**src/tcw_pkg.sv**
```systemverilog
// shared types, constants and helpers for the text console writer
package tcw_pkg;

   localparam int COLUMNS = 80;
   localparam int ROWS = 60;
   localparam int COL_W = 7;
   localparam int ROW_W = 6;
   localparam int ADDR_W = COL_W + ROW_W;
   localparam int MEM_DEPTH = 2 ** ADDR_W;
   localparam int QUEUE_DEPTH = 2;
   localparam int QPTR_W = 1;

   localparam logic [COL_W-1:0] LAST_COL = COL_W'(COLUMNS - 1);
   localparam logic [ROW_W-1:0] LAST_ROW = ROW_W'(ROWS - 1);

   localparam logic [7:0] SPACE_CODE = 8'h20;
   localparam logic [7:0] COLOR_RESET = 8'h10;
   localparam logic [3:0] NIBBLE_MASK = 4'hF;

   localparam logic [2:0] OP_PUT_CHAR = 3'd0;
   localparam logic [2:0] OP_NEWLINE = 3'd1;
   localparam logic [2:0] OP_MOVE = 3'd2;
   localparam logic [2:0] OP_CLEAR = 3'd3;
   localparam logic [2:0] OP_PUT_HEX = 3'd4;
   localparam logic [2:0] OP_READ = 3'd5;

   localparam logic REG_TEXT_COLOR = 1'b0;

   typedef struct packed {
      logic [2:0]       opcode;
      logic [7:0]       char_code;
      logic [7:0]       hex_value;
      logic [COL_W-1:0] pos_x;
      logic [ROW_W-1:0] pos_y;
   } req_type;

   typedef struct packed {
      logic [COL_W-1:0] cursor_column;
      logic [ROW_W-1:0] cursor_row;
      logic             scrolled;
      logic [7:0]       cell_char;
      logic [7:0]       cell_color;
   } rsp_type;

   typedef enum logic [2:0] {
      K_PUT     = 3'd0,
      K_NEWLINE = 3'd1,
      K_MOVE    = 3'd2,
      K_CLEAR   = 3'd3,
      K_HEX     = 3'd4,
      K_READ    = 3'd5,
      K_NOP     = 3'd6
   } cmd_kind_type;

   typedef struct packed {
      cmd_kind_type     kind;
      logic [7:0]       ch0;
      logic [7:0]       ch1;
      logic [COL_W-1:0] pos_x;
      logic [ROW_W-1:0] pos_y;
   } cmd_type;

   typedef struct packed {
      logic init_busy;
   } back_status_type;

   function automatic logic [7:0] hex_digit(input logic [3:0] n);
      logic [7:0] d;
      d = {4'h0, n & NIBBLE_MASK};
      if (n < 4'd10) begin
         return 8'h30 + d;
      end
      return 8'h41 + (d - 8'd10);
   endfunction

endpackage

```
**src/tcw_front.sv**
```systemverilog
// front end: takes requests, saturates positions, expands hex bytes
module tcw_front import tcw_pkg::*; (
   input  logic            req_valid,
   output logic            req_stall,
   input  req_type         req_data,
   input  logic            queue_full,
   input  back_status_type status,
   output logic            push,
   output cmd_type         push_cmd
);

   always_comb begin
      push_cmd.kind = K_NOP;
      push_cmd.ch0 = req_data.char_code;
      push_cmd.ch1 = 8'h00;
      push_cmd.pos_x = (req_data.pos_x > LAST_COL) ? LAST_COL : req_data.pos_x;
      push_cmd.pos_y = (req_data.pos_y > LAST_ROW) ? LAST_ROW : req_data.pos_y;
      case (req_data.opcode)
         OP_PUT_CHAR: begin
            push_cmd.kind = K_PUT;
         end
         OP_NEWLINE: begin
            push_cmd.kind = K_NEWLINE;
         end
         OP_MOVE: begin
            push_cmd.kind = K_MOVE;
         end
         OP_CLEAR: begin
            push_cmd.kind = K_CLEAR;
         end
         OP_PUT_HEX: begin
            push_cmd.kind = K_HEX;
            push_cmd.ch0 = hex_digit(req_data.hex_value[7:4]);
            push_cmd.ch1 = hex_digit(req_data.hex_value[3:0]);
         end
         OP_READ: begin
            push_cmd.kind = K_READ;
         end
         default: begin
            push_cmd.kind = K_NOP;
         end
      endcase
   end

   assign req_stall = queue_full || status.init_busy;
   assign push = req_valid && !req_stall;

endmodule

```
**config.mk**
```make
export PLATFORM = sky130hd
export DESIGN_NAME = tcw_front
export DESIGN_NICKNAME = d
export VERILOG_FILES = /design/src/tcw_pkg.sv /design/src/tcw_front.sv
export SDC_FILE = /design/constraint.sdc
export NUM_CORES = 1
export LEC_CHECK = 0
export ABC_AREA = 1
export CAP_MARGIN = 20
export CORE_AREA = 2 2 39 41
export DETAILED_ROUTE_END_ITERATION = 10
export DIE_AREA = 0 0 41 43
export DONT_BUFFER_PORTS = 1
export PLACE_DENSITY = 0.66
export SLEW_MARGIN = 20
export SYNTH_ARGS = -nofsm -noshare
export SYNTH_HDL_FRONTEND = slang
export SYNTH_SLANG_ARGS = --single-unit
```
**constraint.sdc**
```tcl
create_clock -name vclk -period 1
set_input_delay 0 -clock vclk [all_inputs]
set_output_delay 0 -clock vclk [all_outputs]
set_load 0.005 [all_outputs]
```
==> impl_metrics.tcl <==
set metrics [dict create \
    critPathMaxFanout 4 \
    synth.cell_area_um2 646 \
    instances_no_fill 138 \
    num_rows 14 \
    critical_path_class "input pin to output pin" \
    power_density_nw_per_um2 386 \
    whs_ps 0.00808 \
    synthXorXnorAreaFrac_pct 6.78 \
    setup_violations 0 \
    grt_first_pass_wirelength_mm 1.94 \
    switching_share_pct 56.7 \
    cap_violations 0 \
    seq_power_share_pct 0 \
    core_um2 1380 \
    wirelength_mm 1.45 \
    ys_seq_area_share_pct 0 \
    p_int_w 0.000115 \
    top_usage_layer "met2" \
    clkbuf_count 0 \
    yosys.area_share.simple_pct 40.5 \
    grtUsageMet3_pct 2.09 \
    holdCritPathClass "input pin to output pin" \
    antenna_found_initial 0 \
    design_area_um2 687 \
    drtPass1Iterations 2 \
    period_share_pct 91.7 \
    muxShareOfSynthArea_pct 0 \
    dieWidth_um 41 \
    synth_cell_type_count 22 \
    synth_nets 170 \
    grt_pass1_vias 535 \
    placed_area_um2 649 \
    drtIter0Drc 9 \
    cts_hold_buffers 0 \
    routed_via_density 5.17 \
    synth_compound_gate_area_share_pct 14.3 \
    layout.nets 167 \
    grt_use_met1_pct 15.5 \
    yosys_warnings 0 \
    start_util_pct 46.7 \
    cp.required_ps 1000 \
    regArea_um2 0 \
    drc 0 \
    startpoint_type "input pin" \
    vias 713 \
    hpwlAfterDp_mm 1.25 \
    synthCells 127 \
    die_area_um2 1760 \
    fmax_mhz 1090 \
    combPwrFrac_pct 100.0 \
    nFlopsAndLatches 0 \
    maxSlewViolCount 0 \
    portBuffers 0 \
    drive_gt1_share_pct 19.7 \
    syn_avg_cell_area_um2 5.08 \
    wl_per_cell_um 10.5 \
    detail-route-antenna-nets 0 \
    p_leak_nw 0.385 \
    endpoint_kind "output pin" \
    syn_to_final_growth_pct 6.40 \
    status "completed" \
    pwr-share-clk_pct 0 \
    die_y_um 43 \
    p_sw_w 0.000151 \
    hold_viol 0 \
    peakVddDrop_mv 0.138 \
    fin_crit_ps 917 \
    arrival_ps 920 \
    synthAdderAreaFrac_pct 15.5 \
    grt_start_max_net_pins 11 \
    globalplace.congestion 0.750 \
    num_io_pins 69 \
    grt_use_total_pct 14.5 \
    antennaDiodeCount 0 \
    grt_overflow 0 \
    synth_top_family_by_area "simple AND/OR/NAND/NOR gates" \
    place_inst 138 \
    gr-usage-met2_pct 28.7 \
]
synth_stat cells:
| cell | n | area, um2 |
|---|---|---|
| nor2_4 | 1 | 11.3 |
| xnor2_1 | 2 | 17.5 |
| nand3_1 | 7 | 35.0 |
| conb_1 | 1 | 3.75 |
| clkbuf_1 | 6 | 22.5 |
| a21oi_1 | 6 | 30.0 |
| buf_6 | 1 | 11.3 |
| a21oi_2 | 3 | 26.3 |
| and2_1 | 1 | 6.26 |
| or2_2 | 2 | 12.5 |
| nand2_2 | 1 | 6.26 |
| xor2_1 | 3 | 26.3 |
| o21ai_0 | 6 | 30.0 |
| inv_1 | 25 | 93.8 |
| inv_2 | 1 | 3.75 |
| buf_4 | 1 | 7.51 |
| ha_1 | 8 | 100 |
| nand2_1 | 32 | 120 |
| a31oi_1 | 1 | 6.26 |
| nand4_1 | 1 | 6.26 |
| nor2_1 | 17 | 63.8 |
| buf_2 | 1 | 5.00 |
per-stage QoR:
stage	TNS [ps]	setup slack [ps]	util [%]	power [W]
2_1_floorplan	0	82.2	-	0.000213
3_3_place_gp	0	33.5	46.9	0.000236
3_5_place_dp	0	19.0	46.9	0.000242
4_1_cts	0	17.7	46.9	0.000243
5_1_grt	-2.99	-2.99	49.6	0.000304
6_report	0	82.6	49.6	0.000265
repair_timing:
action	CTS	global route
hold endpoints to repair	0	0
resized for setup	0	12
endpoints found under the setup margin	0	7
buffers inserted	0	0
layer usage:
layer	share of wire [%]	vias up	routed length (um)
met5	0	-	0
met4	0	0	0
met3	6.3	0	92
met2	55	23	793
met1	39	319	567
li1	-	371	-
critical path, cell delays in order:
cell	delay, ps
inv_2	40
ha_2	160
inv_2	40
ha_4	280
nand2_1	50
nor2_1	100
nand2_1	60
nand3_1	70
nand2_1	50
inv_1	60
worst paths after layout:
kind | from | endpoint | slack [ps] | cells after the start
max | req_data[18] | push_cmd[25] | 80 | 10
min | req_data[5] | push_cmd[5] | 0.008 | 0
cell families after synthesis:
group	Yosys count
adder cells (fa/ha/maj)	8
other	1
AND/OR/NAND/NOR	62
AO/OA/AOI/OAI	16
buffers and inverters	35
XOR/XNOR	5
cell type report:
type | instances | area (um2)
fillers | 168 | 697
multi-input cells | 92 | 539
inverters | 26 | 97.6
repair buffers | 4 | 30.0
well taps | 16 | 20.0
cells in the final DEF (no fill, tap or decap):
| master | n |
|---|---|
| ha_4 | 2 |
| nand4_1 | 1 |
| a31oi_1 | 1 |
| nand3_2 | 1 |
| and2_1 | 1 |
| nand3_1 | 6 |
| ha_1 | 4 |
| inv_2 | 7 |
| nor2_1 | 16 |
| nor2_2 | 1 |
| nand2_1 | 32 |
| a21oi_1 | 6 |
| nor2_4 | 1 |
| ha_2 | 2 |
| nand2_2 | 1 |
| a21oi_2 | 3 |
| inv_1 | 19 |
| o21ai_0 | 6 |
| buf_4 | 4 |
| xor2_1 | 3 |
| conb_1 | 1 |
| or2_2 | 2 |
| xnor2_1 | 2 |
power groups by stage:
| stage | clock (W) | sequential [W] | combinational (W) |
|---|---|---|---|
| final | 0 | 0 | 0.000265 |
| after CTS | 0 | 0 | 0.000243 |
| after floorplan | 0 | 0 | 0.000213 |
| after detailed placement | 0 | 0 | 0.000242 |
| after global placement | 0 | 0 | 0.000236 |
| after global routing | 0 | 0 | 0.000304 |
Power figures use the tool's default switching activity.
