**src/tcw_pkg.sv**
```systemverilog
// shared types, constants and helpers for the text console writer
package tcw_pkg;

   localparam int COLUMNS = 80;
   localparam int ROWS = 60;
   localparam int COL_W = 7;
   localparam int ROW_W = 6;
   localparam int ADDR_W = COL_W + ROW_W;
   localparam int MEM_DEPTH = 2 ** ADDR_W;
   localparam int QUEUE_DEPTH = 2;
   localparam int QPTR_W = 1;

   localparam logic [COL_W-1:0] LAST_COL = COL_W'(COLUMNS - 1);
   localparam logic [ROW_W-1:0] LAST_ROW = ROW_W'(ROWS - 1);

   localparam logic [7:0] SPACE_CODE = 8'h20;
   localparam logic [7:0] COLOR_RESET = 8'h10;
   localparam logic [3:0] NIBBLE_MASK = 4'hF;

   localparam logic [2:0] OP_PUT_CHAR = 3'd0;
   localparam logic [2:0] OP_NEWLINE = 3'd1;
   localparam logic [2:0] OP_MOVE = 3'd2;
   localparam logic [2:0] OP_CLEAR = 3'd3;
   localparam logic [2:0] OP_PUT_HEX = 3'd4;
   localparam logic [2:0] OP_READ = 3'd5;

   localparam logic REG_TEXT_COLOR = 1'b0;

   typedef struct packed {
      logic [2:0]       opcode;
      logic [7:0]       char_code;
      logic [7:0]       hex_value;
      logic [COL_W-1:0] pos_x;
      logic [ROW_W-1:0] pos_y;
   } req_type;

   typedef struct packed {
      logic [COL_W-1:0] cursor_column;
      logic [ROW_W-1:0] cursor_row;
      logic             scrolled;
      logic [7:0]       cell_char;
      logic [7:0]       cell_color;
   } rsp_type;

   typedef enum logic [2:0] {
      K_PUT     = 3'd0,
      K_NEWLINE = 3'd1,
      K_MOVE    = 3'd2,
      K_CLEAR   = 3'd3,
      K_HEX     = 3'd4,
      K_READ    = 3'd5,
      K_NOP     = 3'd6
   } cmd_kind_type;

   typedef struct packed {
      cmd_kind_type     kind;
      logic [7:0]       ch0;
      logic [7:0]       ch1;
      logic [COL_W-1:0] pos_x;
      logic [ROW_W-1:0] pos_y;
   } cmd_type;

   typedef struct packed {
      logic init_busy;
   } back_status_type;

   function automatic logic [7:0] hex_digit(input logic [3:0] n);
      logic [7:0] d;
      d = {4'h0, n & NIBBLE_MASK};
      if (n < 4'd10) begin
         return 8'h30 + d;
      end
      return 8'h41 + (d - 8'd10);
   endfunction

endpackage

```
**src/tcw_queue.sv**
```systemverilog
// short command queue between the front and back ends
module tcw_queue import tcw_pkg::*; (
   input  logic    clock,
   input  logic    reset,
   input  logic    push,
   input  cmd_type push_cmd,
   output logic    full,
   input  logic    pop,
   output logic    head_valid,
   output cmd_type head_cmd
);

   cmd_type           entry_ff [QUEUE_DEPTH];
   logic [QPTR_W-1:0] wr_ptr_ff, wr_ptr_in;
   logic [QPTR_W-1:0] rd_ptr_ff, rd_ptr_in;
   logic [QPTR_W:0]   count_ff, count_in;

   always_comb begin
      wr_ptr_in = push ? wr_ptr_ff + QPTR_W'(1) : wr_ptr_ff;
      rd_ptr_in = pop ? rd_ptr_ff + QPTR_W'(1) : rd_ptr_ff;
      count_in = count_ff;
      if (push && !pop) begin
         count_in = count_ff + (QPTR_W + 1)'(1);
      end else if (pop && !push) begin
         count_in = count_ff - (QPTR_W + 1)'(1);
      end
   end

   always_ff @(posedge clock) begin
      if (reset) begin
         wr_ptr_ff <= '0;
         rd_ptr_ff <= '0;
         count_ff <= '0;
      end else begin
         wr_ptr_ff <= wr_ptr_in;
         rd_ptr_ff <= rd_ptr_in;
         count_ff <= count_in;
      end
   end

   always_ff @(posedge clock) begin
      if (push) begin
         entry_ff[wr_ptr_ff] <= push_cmd;
      end
   end

   assign full = (count_ff == (QPTR_W + 1)'(QUEUE_DEPTH));
   assign head_valid = (count_ff != '0);
   assign head_cmd = entry_ff[rd_ptr_ff];

endmodule

```
**config.mk**
```make
export PLATFORM = sky130hd
export DESIGN_NAME = tcw_queue
export DESIGN_NICKNAME = d
export VERILOG_FILES = /design/src/tcw_pkg.sv /design/src/tcw_queue.sv
export SDC_FILE = /design/constraint.sdc
export NUM_CORES = 1
export LEC_CHECK = 0
export BUFFER_PORTS_ARGS = -buffer_cell sky130_fd_sc_hd__clkbuf_2
export CAP_MARGIN = 20
export CORE_MARGIN = 4
export CORE_UTILIZATION = 50
export CTS_BUF_LIST = sky130_fd_sc_hd__clkbuf_4
export DETAILED_ROUTE_END_ITERATION = 12
export GPL_TIMING_DRIVEN = 1
export PLACE_DENSITY = 0.74
export SYNTH_ARGS = -nofsm -noshare
export SYNTH_HDL_FRONTEND = slang
export SYNTH_SLANG_ARGS = --single-unit
```
**constraint.sdc**
```tcl
create_clock -name clock -period 3 [get_ports clock]
set_input_delay 0.3 -clock clock [delete_from_list [all_inputs] [get_ports clock]]
set_output_delay 0.3 -clock clock [all_outputs]
set_load 0.02 [all_outputs]
```
==> flow_summary.toml, run 1 <==
[sta]
slew_viol_final = 0
holdWs_ns = 0.0918
hold_violations = 0
worst_pin_slew_ns = 0.915
timing.setup.tns_ns = 0
fin_crit_ns = 2.30
relSlewSlack = 0.388
fmax_mhz = 435
period_share = 0.767
rsz0062_at_grt = "no"
skew_ns = 0.00902
finalSetupViolCount = 0

[finish]
final_common_cell = "clkbuf_2"
nets = 237
final_util = 0.632
final_cell_mix = "clkbuf_2, edfxtp_1, mux2_2"
syn_to_final_growth_pct = 20.9
final_cell_area_um2 = 3050
drive_above_1_share = 0.561
diodes = 0
fillerInstances = 383

[place]
portBuffers = 69
place_area_um2 = 2940
dp_hpwl_um = 2970
routabilityCongestion = 0.666

[hold_path]
min_path_type = "input port to flip-flop"

[power]
powerDensity_nw_per_um2 = 615
p_leak_uw = 0.00118
ir_drop_mv = 0.404
power_uw = 1870

[cts]
clkSlewWorstSetupHoldPaths_ns = 0.10
root_buffer = "clkbuf_4"
cts_tree = "built"
cts_inserted_buffers = 9
clock_path_buffers = 2
cts.hold.buffers_added = 0
cts.sinks = 69
ctsResizeCount = 0
clk_latency_ns = 0.38
htree_levels = 3
cts_setup_buffers = 0

[detailed_routing]
drtPass1Iterations = 4
postRouteWirelength_um = 4260
drc = 0
ant_nets = 0
wl_per_cell_um = 15.6
vias = 1305
drt_iter0_drc = 65
vias_per_cell = 4.80

[run]
drv_cap = 0

[die]
io_pins = 70
start_util = 0.523
die_h_um = 79.0
die_w_um = 79.0
fp-row-count = 25
design.core.area_um2 = 4820
die-area_um2 = 6240

[logic_synthesis]
synth_area_um2 = 2520
synth-seq-cells = 69
yosysUniqueCellTypes = 18
postSynthCellCount = 122
synth_nets = 159
synth-seq-area-share = 0.802
yosysWarnings = 0
syn_area_per_cell_um2 = 20.7

[setup_path]
cp_max_fo = 19
critPathKind = "flip-flop to output pin"
critPathRequiredTime_ns = 2.70
end_kind = "output pin"
critPathLaunchType = "flip-flop"
crit_arrival_ns = 2.00

[grt]
track_usage = 0.151
grt_overflow = 0
grt_pass1_wl_um = 6850
grt_max_degree = 33
antenna_found_initial = 0
grt_pass1_vias = 1398

[run_status]
outcome = "completed"
-- critical path: stages (launching register included) --
cell and delay (ns):
dfxtp_1 0.70, buf_4 0.38, mux2_2 0.37, clkbuf_2 0.16
-- sequential cells by signal (all words and copies together) (netlist names), named ones only --
name	count
count_ff	2
entry_ff	64
rd_ptr_ff	1
wr_ptr_ff	1
-- power by group --
part	internal [µW]	total, µW	leakage (µW)	switching, µW
clock	176	460	0.0000584	283
combinational	112	270	0.000478	158
sequential	1120	1140	0.000642	23.9
-- cells by family (layout without fill, tap and decap cells) --
| family | after synthesis | count (layout) | synth area share |
|---|---|---|---|
| AO/OA/AOI/OAI | 2 | 2 | 0.00397 |
| XOR/XNOR | 4 | 4 | 0.0139 |
| adder cells (fa/ha/maj) | 1 | 1 | 0.00496 |
| buffers and inverters | 5 | 88 | 0.0124 |
| flip-flops | 69 | 69 | 0.802 |
| multiplexers | 32 | 32 | 0.143 |
| AND/OR/NAND/NOR | 9 | 9 | 0.0194 |
-- layer usage --
| layer | wire length [µm] | global-route usage | part of all wire |
|---|---|---|---|
| met1 | 1750 | 0.176 | 0.41 |
| met2 | 2200 | 0.245 | 0.52 |
| met3 | 265 | 0.0590 | 0.062 |
| met4 | 37 | 0.0722 | 0.0087 |
| met5 | 0 | 0 | 0 |
-- cells in the mapped netlist --
library cell	n	area [µm²]
clkbuf_2	1	5.00
xnor2_1	2	17.5
and2b_2	1	8.76
o21ai_0	1	5.00
and2_1	1	6.26
nor2b_1	1	6.26
mux2_2	30	338
or2_2	1	6.26
mux2_1	2	22.5
buf_4	3	22.5
a21oi_1	1	5.00
or3_1	1	6.26
nor2_1	4	15.0
ha_1	1	12.5
xor2_1	2	17.5
dfxtp_1	5	100
inv_1	1	3.75
edfxtp_1	64	1920
-- final cells by class --
class	count	area [µm²]	area share
clock buffer	11	82.6	0.0271
clock inverter	5	18.8	0.00616
inverter	1	3.75	0.00123
multi-input combinational	48	474	0.156
sequential	69	2020	0.664
tap	67	83.8	0.0275
timing repair buffer	71	360	0.118
-- metrics by stage --
stage | setup slack [ns] | std cells
finish | 0.699 | 272
global route | 0.506 | 272
CTS | 0.611 | 272
detailed placement | 1.05 | 256
global placement | 1.11 | 256
floorplan | 0.808 | 122
-- path summary, 6_finish.rpt --
| path | from | end | slack (ns) | cells past startpoint |
|---|---|---|---|---|
| max reg2reg | wr_ptr_ff$_SDFFE_PP0P_ | entry_ff[0][2]$_DFFE_PP_ | 1.52 | 1 |
| min reg2reg | count_ff[1]$_SDFFE_PP0P_ | count_ff[1]$_SDFFE_PP0P_ | 0.53 | 2 |
| min | push_cmd[27] | entry_ff[0][27]$_DFFE_PP_ | 0.09 | 1 |
| max | flip-flop | head_cmd[0] | 0.70 | 3 |
No activity file was read; power rests on OpenSTA's default activity.
==> run 2, diff against run 1 <==
==> constraint.sdc (replaced) <==
create_clock -name clock -period 2.31 [get_ports clock]
set_input_delay 0.231 -clock clock [delete_from_list [all_inputs] [get_ports clock]]
set_output_delay 0.231 -clock clock [all_outputs]
set_load 0.02 [all_outputs]
==> flow_summary.toml, run 2 (same netlist as run 1, synthesis figures left out) <==
[cts]
htree_levels = 3
clock_path_buffers = 2
ctsResizeCount = 0
cts_inserted_buffers = 9
cts.sinks = 69
cts_setup_buffers = 0
root_buffer = "clkbuf_4"
cts_tree = "built"
clkSlewWorstSetupHoldPaths_ns = 0.11
clk_latency_ns = 0.40

[setup_path]
slowest_delay_ns = 0.58
critPathKind = "flip-flop to output pin"
crit_arrival_ns = 1.74
crit_family = "flip-flops"
critPathLaunchType = "flip-flop"
end_kind = "output pin"
critPathRequiredTime_ns = 2.08
path_cells = "buf_12, mux2_2, clkbuf_2"
cp_max_fo = 25
slowest_stage = "dfxtp_1"
crit_buf_inv = 2

[power]
p_leak_uw = 0.00134
ir_drop_mv = 0.485
clockPowerShare = 0.342
powerDensity_nw_per_um2 = 837
p_sw_uw = 667
p_int_uw = 2190
power_uw = 2860
pwr-share-comb = 0.140
seqPwrFrac = 0.518
swShare = 0.233

[detailed_routing]
drtPass1Iterations = 4
postRouteWirelength_um = 4920
wl_per_cell_um = 16.4
ant_nets = 0
drt_iter0_drc = 119
drc = 0
vias = 1455
vias_per_cell = 4.85

[finish]
drive_above_1_share = 0.519
syn_to_final_growth_pct = 35.7
largest_register = "entry_ff"
diodes = 0
final_common_cell = "clkbuf_2"
fillerInstances = 339
final_cell_mix = "clkbuf_2, edfxtp_1, mux2_2"
nets = 265
reg_top3 = "entry_ff: 64 flops, count_ff: 2 flops"
largest_reg_flops = 64

[place]
routabilityCongestion = 0.656
portBuffers = 69
dp_hpwl_um = 3030
post-place-ws_ns = 0.774

[grt]
grt_overflow = 0
antenna_found_initial = 0
grt_pass1_wl_um = 7650
grt_pass1_vias = 1567
track_usage = 0.170
grt_max_degree = 33

[sta]
skew_ns = 0.0173
timing.setup.tns_ns = 0
hold_violations = 0
fmax_mhz = 507
rsz0062_at_grt = "no"
timing.final.ws_setup_ns = 0.337
fin_crit_ns = 1.97
worst_pin_slew_ns = 0.433
slew_viol_final = 0
relSlewSlack = 0.711
period_share = 0.854
finalSetupViolCount = 0

[die]
start_util = 0.523
design.core.area_um2 = 4820
die-area_um2 = 6240
io_pins = 70
die_w_um = 79.0
fp-row-count = 25
die_h_um = 79.0

[hold_path]
min_path_type = "input port to flip-flop"

[run]
drv_cap = 0

[run_status]
outcome = "completed"
-- run 2: power by group through the flow --
| stage | registers (µW) | logic, µW | clock network (µW) |
|---|---|---|---|
| floorplan | 1500 | 239 | 0 |
| global placement | 1500 | 360 | 0 |
| detailed placement | 1510 | 367 | 0 |
| CTS | 1480 | 384 | 995 |
| global route | 1490 | 432 | 1060 |
| finish | 1480 | 402 | 978 |
-- run 2: path summary, 6_finish.rpt --
check | from | slack, ns | endpoint | cells after the start
min | push_cmd[22] | 0.03 | entry_ff[0][22]$_DFFE_PP_ | 1
min reg2reg | count_ff[1]$_SDFFE_PP0P_ | 0.53 | count_ff[1]$_SDFFE_PP0P_ | 2
max | flip-flop | 0.34 | head_cmd[17] | 3
max reg2reg | wr_ptr_ff$_SDFFE_PP0P_ | 1.02 | entry_ff[1][28]$_DFFE_PP_ | 2
-- run 2: routing by layer --
metal	up-vias	global-route usage	routed length, µm	part of all wire
li1	686	-	-	-
met1	710	0.180	1800	0.37
met2	57	0.303	2760	0.56
met3	2	0.0601	327	0.066
met4	0	0.0722	29	0.0059
met5	-	0	0	0
-- run 2: metrics by stage --
stage / std cells / util / cell area (µm²) / hold WS (ns)
CTS: 283 / 0.675 / 3250 / 0.00102
finish: 300 / 0.710 / 3420 / 0.0318
floorplan: 122 / - / 2520 / 0.300
global route: 300 / 0.710 / 3420 / 0.00463
detailed placement: 257 / 0.615 / 2960 / 0.423
global placement: 257 / 0.615 / 2960 / 0.419
-- run 2: timing repair --
item	4_1_cts	5_1_grt
endpoints found under the setup margin	0	0
endpoints found under the hold margin	20	28
hold buffers	10	17
-- run 2: cell type report --
cell class | instances | area, µm² | share of cell area
Sequential cell | 69 | 2020 | 0.591
Multi-Input combinational cell | 48 | 474 | 0.139
Clock inverter | 6 | 111 | 0.0326
Clock buffer | 10 | 75.1 | 0.0219
Tap cell | 67 | 83.8 | 0.0245
Inverter | 1 | 3.75 | 0.00110
Timing Repair Buffer | 99 | 651 | 0.190
==> run 3, diff against run 2 <==
--- a/config.mk
+++ b/config.mk
@@ -12,7 +12,8 @@
 export CTS_BUF_LIST = sky130_fd_sc_hd__clkbuf_4
 export DETAILED_ROUTE_END_ITERATION = 12
 export GPL_TIMING_DRIVEN = 1
-export PLACE_DENSITY = 0.74
+export PLACE_DENSITY = 0.85
+export SKIP_LAST_GASP = 1
 export SYNTH_ARGS = -nofsm -noshare
 export SYNTH_HDL_FRONTEND = slang
 export SYNTH_SLANG_ARGS = --single-unit
==> flow_summary.toml, run 3 (same netlist as run 1, synthesis figures left out) <==
[cts]
cts.hold.buffers_added = 2
cts.sinks = 69
root_buffer = "clkbuf_4"
clock_path_buffers = 2
cts_tree = "built"
cts_inserted_buffers = 9
ctsResizeCount = 0
clk_latency_ns = 0.37
cts_setup_buffers = 0
clkSlewWorstSetupHoldPaths_ns = 0.10
htree_levels = 3

[place]
portBuffers = 69
dp_hpwl_um = 2780
routabilityCongestion = 0.684
placedCellCount = 257

[grt]
grt_util_met2 = 0.237
use_met1 = 0.181
grt-busiest-layer = "met2"
grt_overflow = 0
grt_max_degree = 33
use_met3 = 0.0397
antenna_found_initial = 0
grt_pass1_vias = 1395
track_usage = 0.148
grt_pass1_wl_um = 6780

[detailed_routing]
vias = 1324
drt_iter0_drc = 61
postRouteWirelength_um = 4190
ant_nets = 0
wl_per_cell_um = 15.1
vias_per_cell = 4.76
drtPass1Iterations = 4
drc = 0

[power]
power_uw = 2670
ir_drop_mv = 0.576
powerDensity_nw_per_um2 = 844
p_leak_uw = 0.00124

[sta]
fin_crit_ns = 2.00
slew_viol_final = 0
finalSetupViolCount = 0
period_share = 0.867
timing.setup.tns_ns = 0
hold_violations = 0
relSlewSlack = 0.688
skew_ns = 0.00652
fmax_mhz = 499
worst_pin_slew_ns = 0.467
rsz0062_at_grt = "no"

[setup_path]
slowest_delay_ns = 0.62
critPathKind = "flip-flop to output pin"
cp_max_fo = 24
crit_buf_inv = 2
crit_cells = 3
rr_endpoint = "entry_ff[1][29]$_DFFE_PP_"
slowest_stage = "dfxtp_1"
end_kind = "output pin"
worstRegToRegCells = 2
endpoint = "head_cmd[14]"
r2r_slack_ns = 1.00
path_cells = "buf_12, mux2_2, clkbuf_2"
critPathLaunchType = "flip-flop"
rr_startpoint = "wr_ptr_ff$_SDFFE_PP0P_"
crit_family = "flip-flops"
critPathRequiredTime_ns = 2.08
crit_arrival_ns = 1.77

[finish]
final_common_cell = "clkbuf_2"
largest_register = "entry_ff"
fillerInstances = 384
drive_above_1_share = 0.564
nets = 243
reg_top3 = "entry_ff: 64 flops, count_ff: 2 flops"
fin_cells = 278
syn_to_final_growth_pct = 25.7
final_cell_mix = "clkbuf_2, edfxtp_1, mux2_2"
diodes = 0
largest_reg_flops = 64

[die]
die_w_um = 79.0
design.core.area_um2 = 4820
die_h_um = 79.0
io_pins = 70
fp-row-count = 25
die-area_um2 = 6240
start_util = 0.523

[hold_path]
min_path_type = "input port to flip-flop"
hp-start = "push_cmd[1]"

[run]
drv_cap = 0

[run_status]
outcome = "completed"
run 3: through the flow:
| step | setup slack [ns] | hold slack [ns] | area (µm²) | utilization |
|---|---|---|---|---|
| floorplan | 0.118 | 0.300 | 2520 | - |
| global placement | 0.734 | 0.419 | 2960 | 0.615 |
| detailed placement | 0.704 | 0.424 | 2960 | 0.615 |
| CTS | 0.263 | 0.00133 | 3140 | 0.651 |
| global route | 0.195 | 0.000680 | 3170 | 0.657 |
| finish | 0.308 | 0.0367 | 3170 | 0.657 |
run 3: layer usage:
layer | wire [µm] | up-vias
li1 | - | 638
met1 | 1760 | 632
met2 | 2090 | 47
met3 | 276 | 7
met4 | 60 | 0
met5 | 0 | -
run 3: area by class of cell:
| type | count | area, µm² | area share |
|---|---|---|---|
| timing repair buffer | 77 | 430 | 0.136 |
| tap | 67 | 83.8 | 0.0265 |
| inverter | 1 | 3.75 | 0.00119 |
| multi-input combinational | 48 | 474 | 0.150 |
| sequential | 69 | 2020 | 0.638 |
| clock inverter | 6 | 77.6 | 0.0245 |
| clock buffer | 10 | 75.1 | 0.0237 |
run 3: how the worst min path moves through the flow:
stage / to / slack [ns] / cells past startpoint
detailed placement: entry_ff[0][17]$_DFFE_PP_ / 0.42 / 1
global placement: entry_ff[0][1]$_DFFE_PP_ / 0.42 / 1
floorplan: count_ff[1]$_SDFFE_PP0P_ / 0.30 / 1
CTS: entry_ff[1][23]$_DFFE_PP_ / 0.001 / 1
finish: entry_ff[0][1]$_DFFE_PP_ / 0.04 / 1
global route: entry_ff[1][8]$_DFFE_PP_ / 0.0007 / 1
run 3: worst reg2reg max path: stages (launching register included):
cell and delay, ns:
dfxtp_1 0.43, and2_1 0.15, buf_4 0.38
run 3: power breakdown:
part	switching (µW)	internal, µW	leakage (µW)
Combinational	208	158	0.000508
Sequential	28.8	1450	0.000642
Clock	386	442	0.0000852
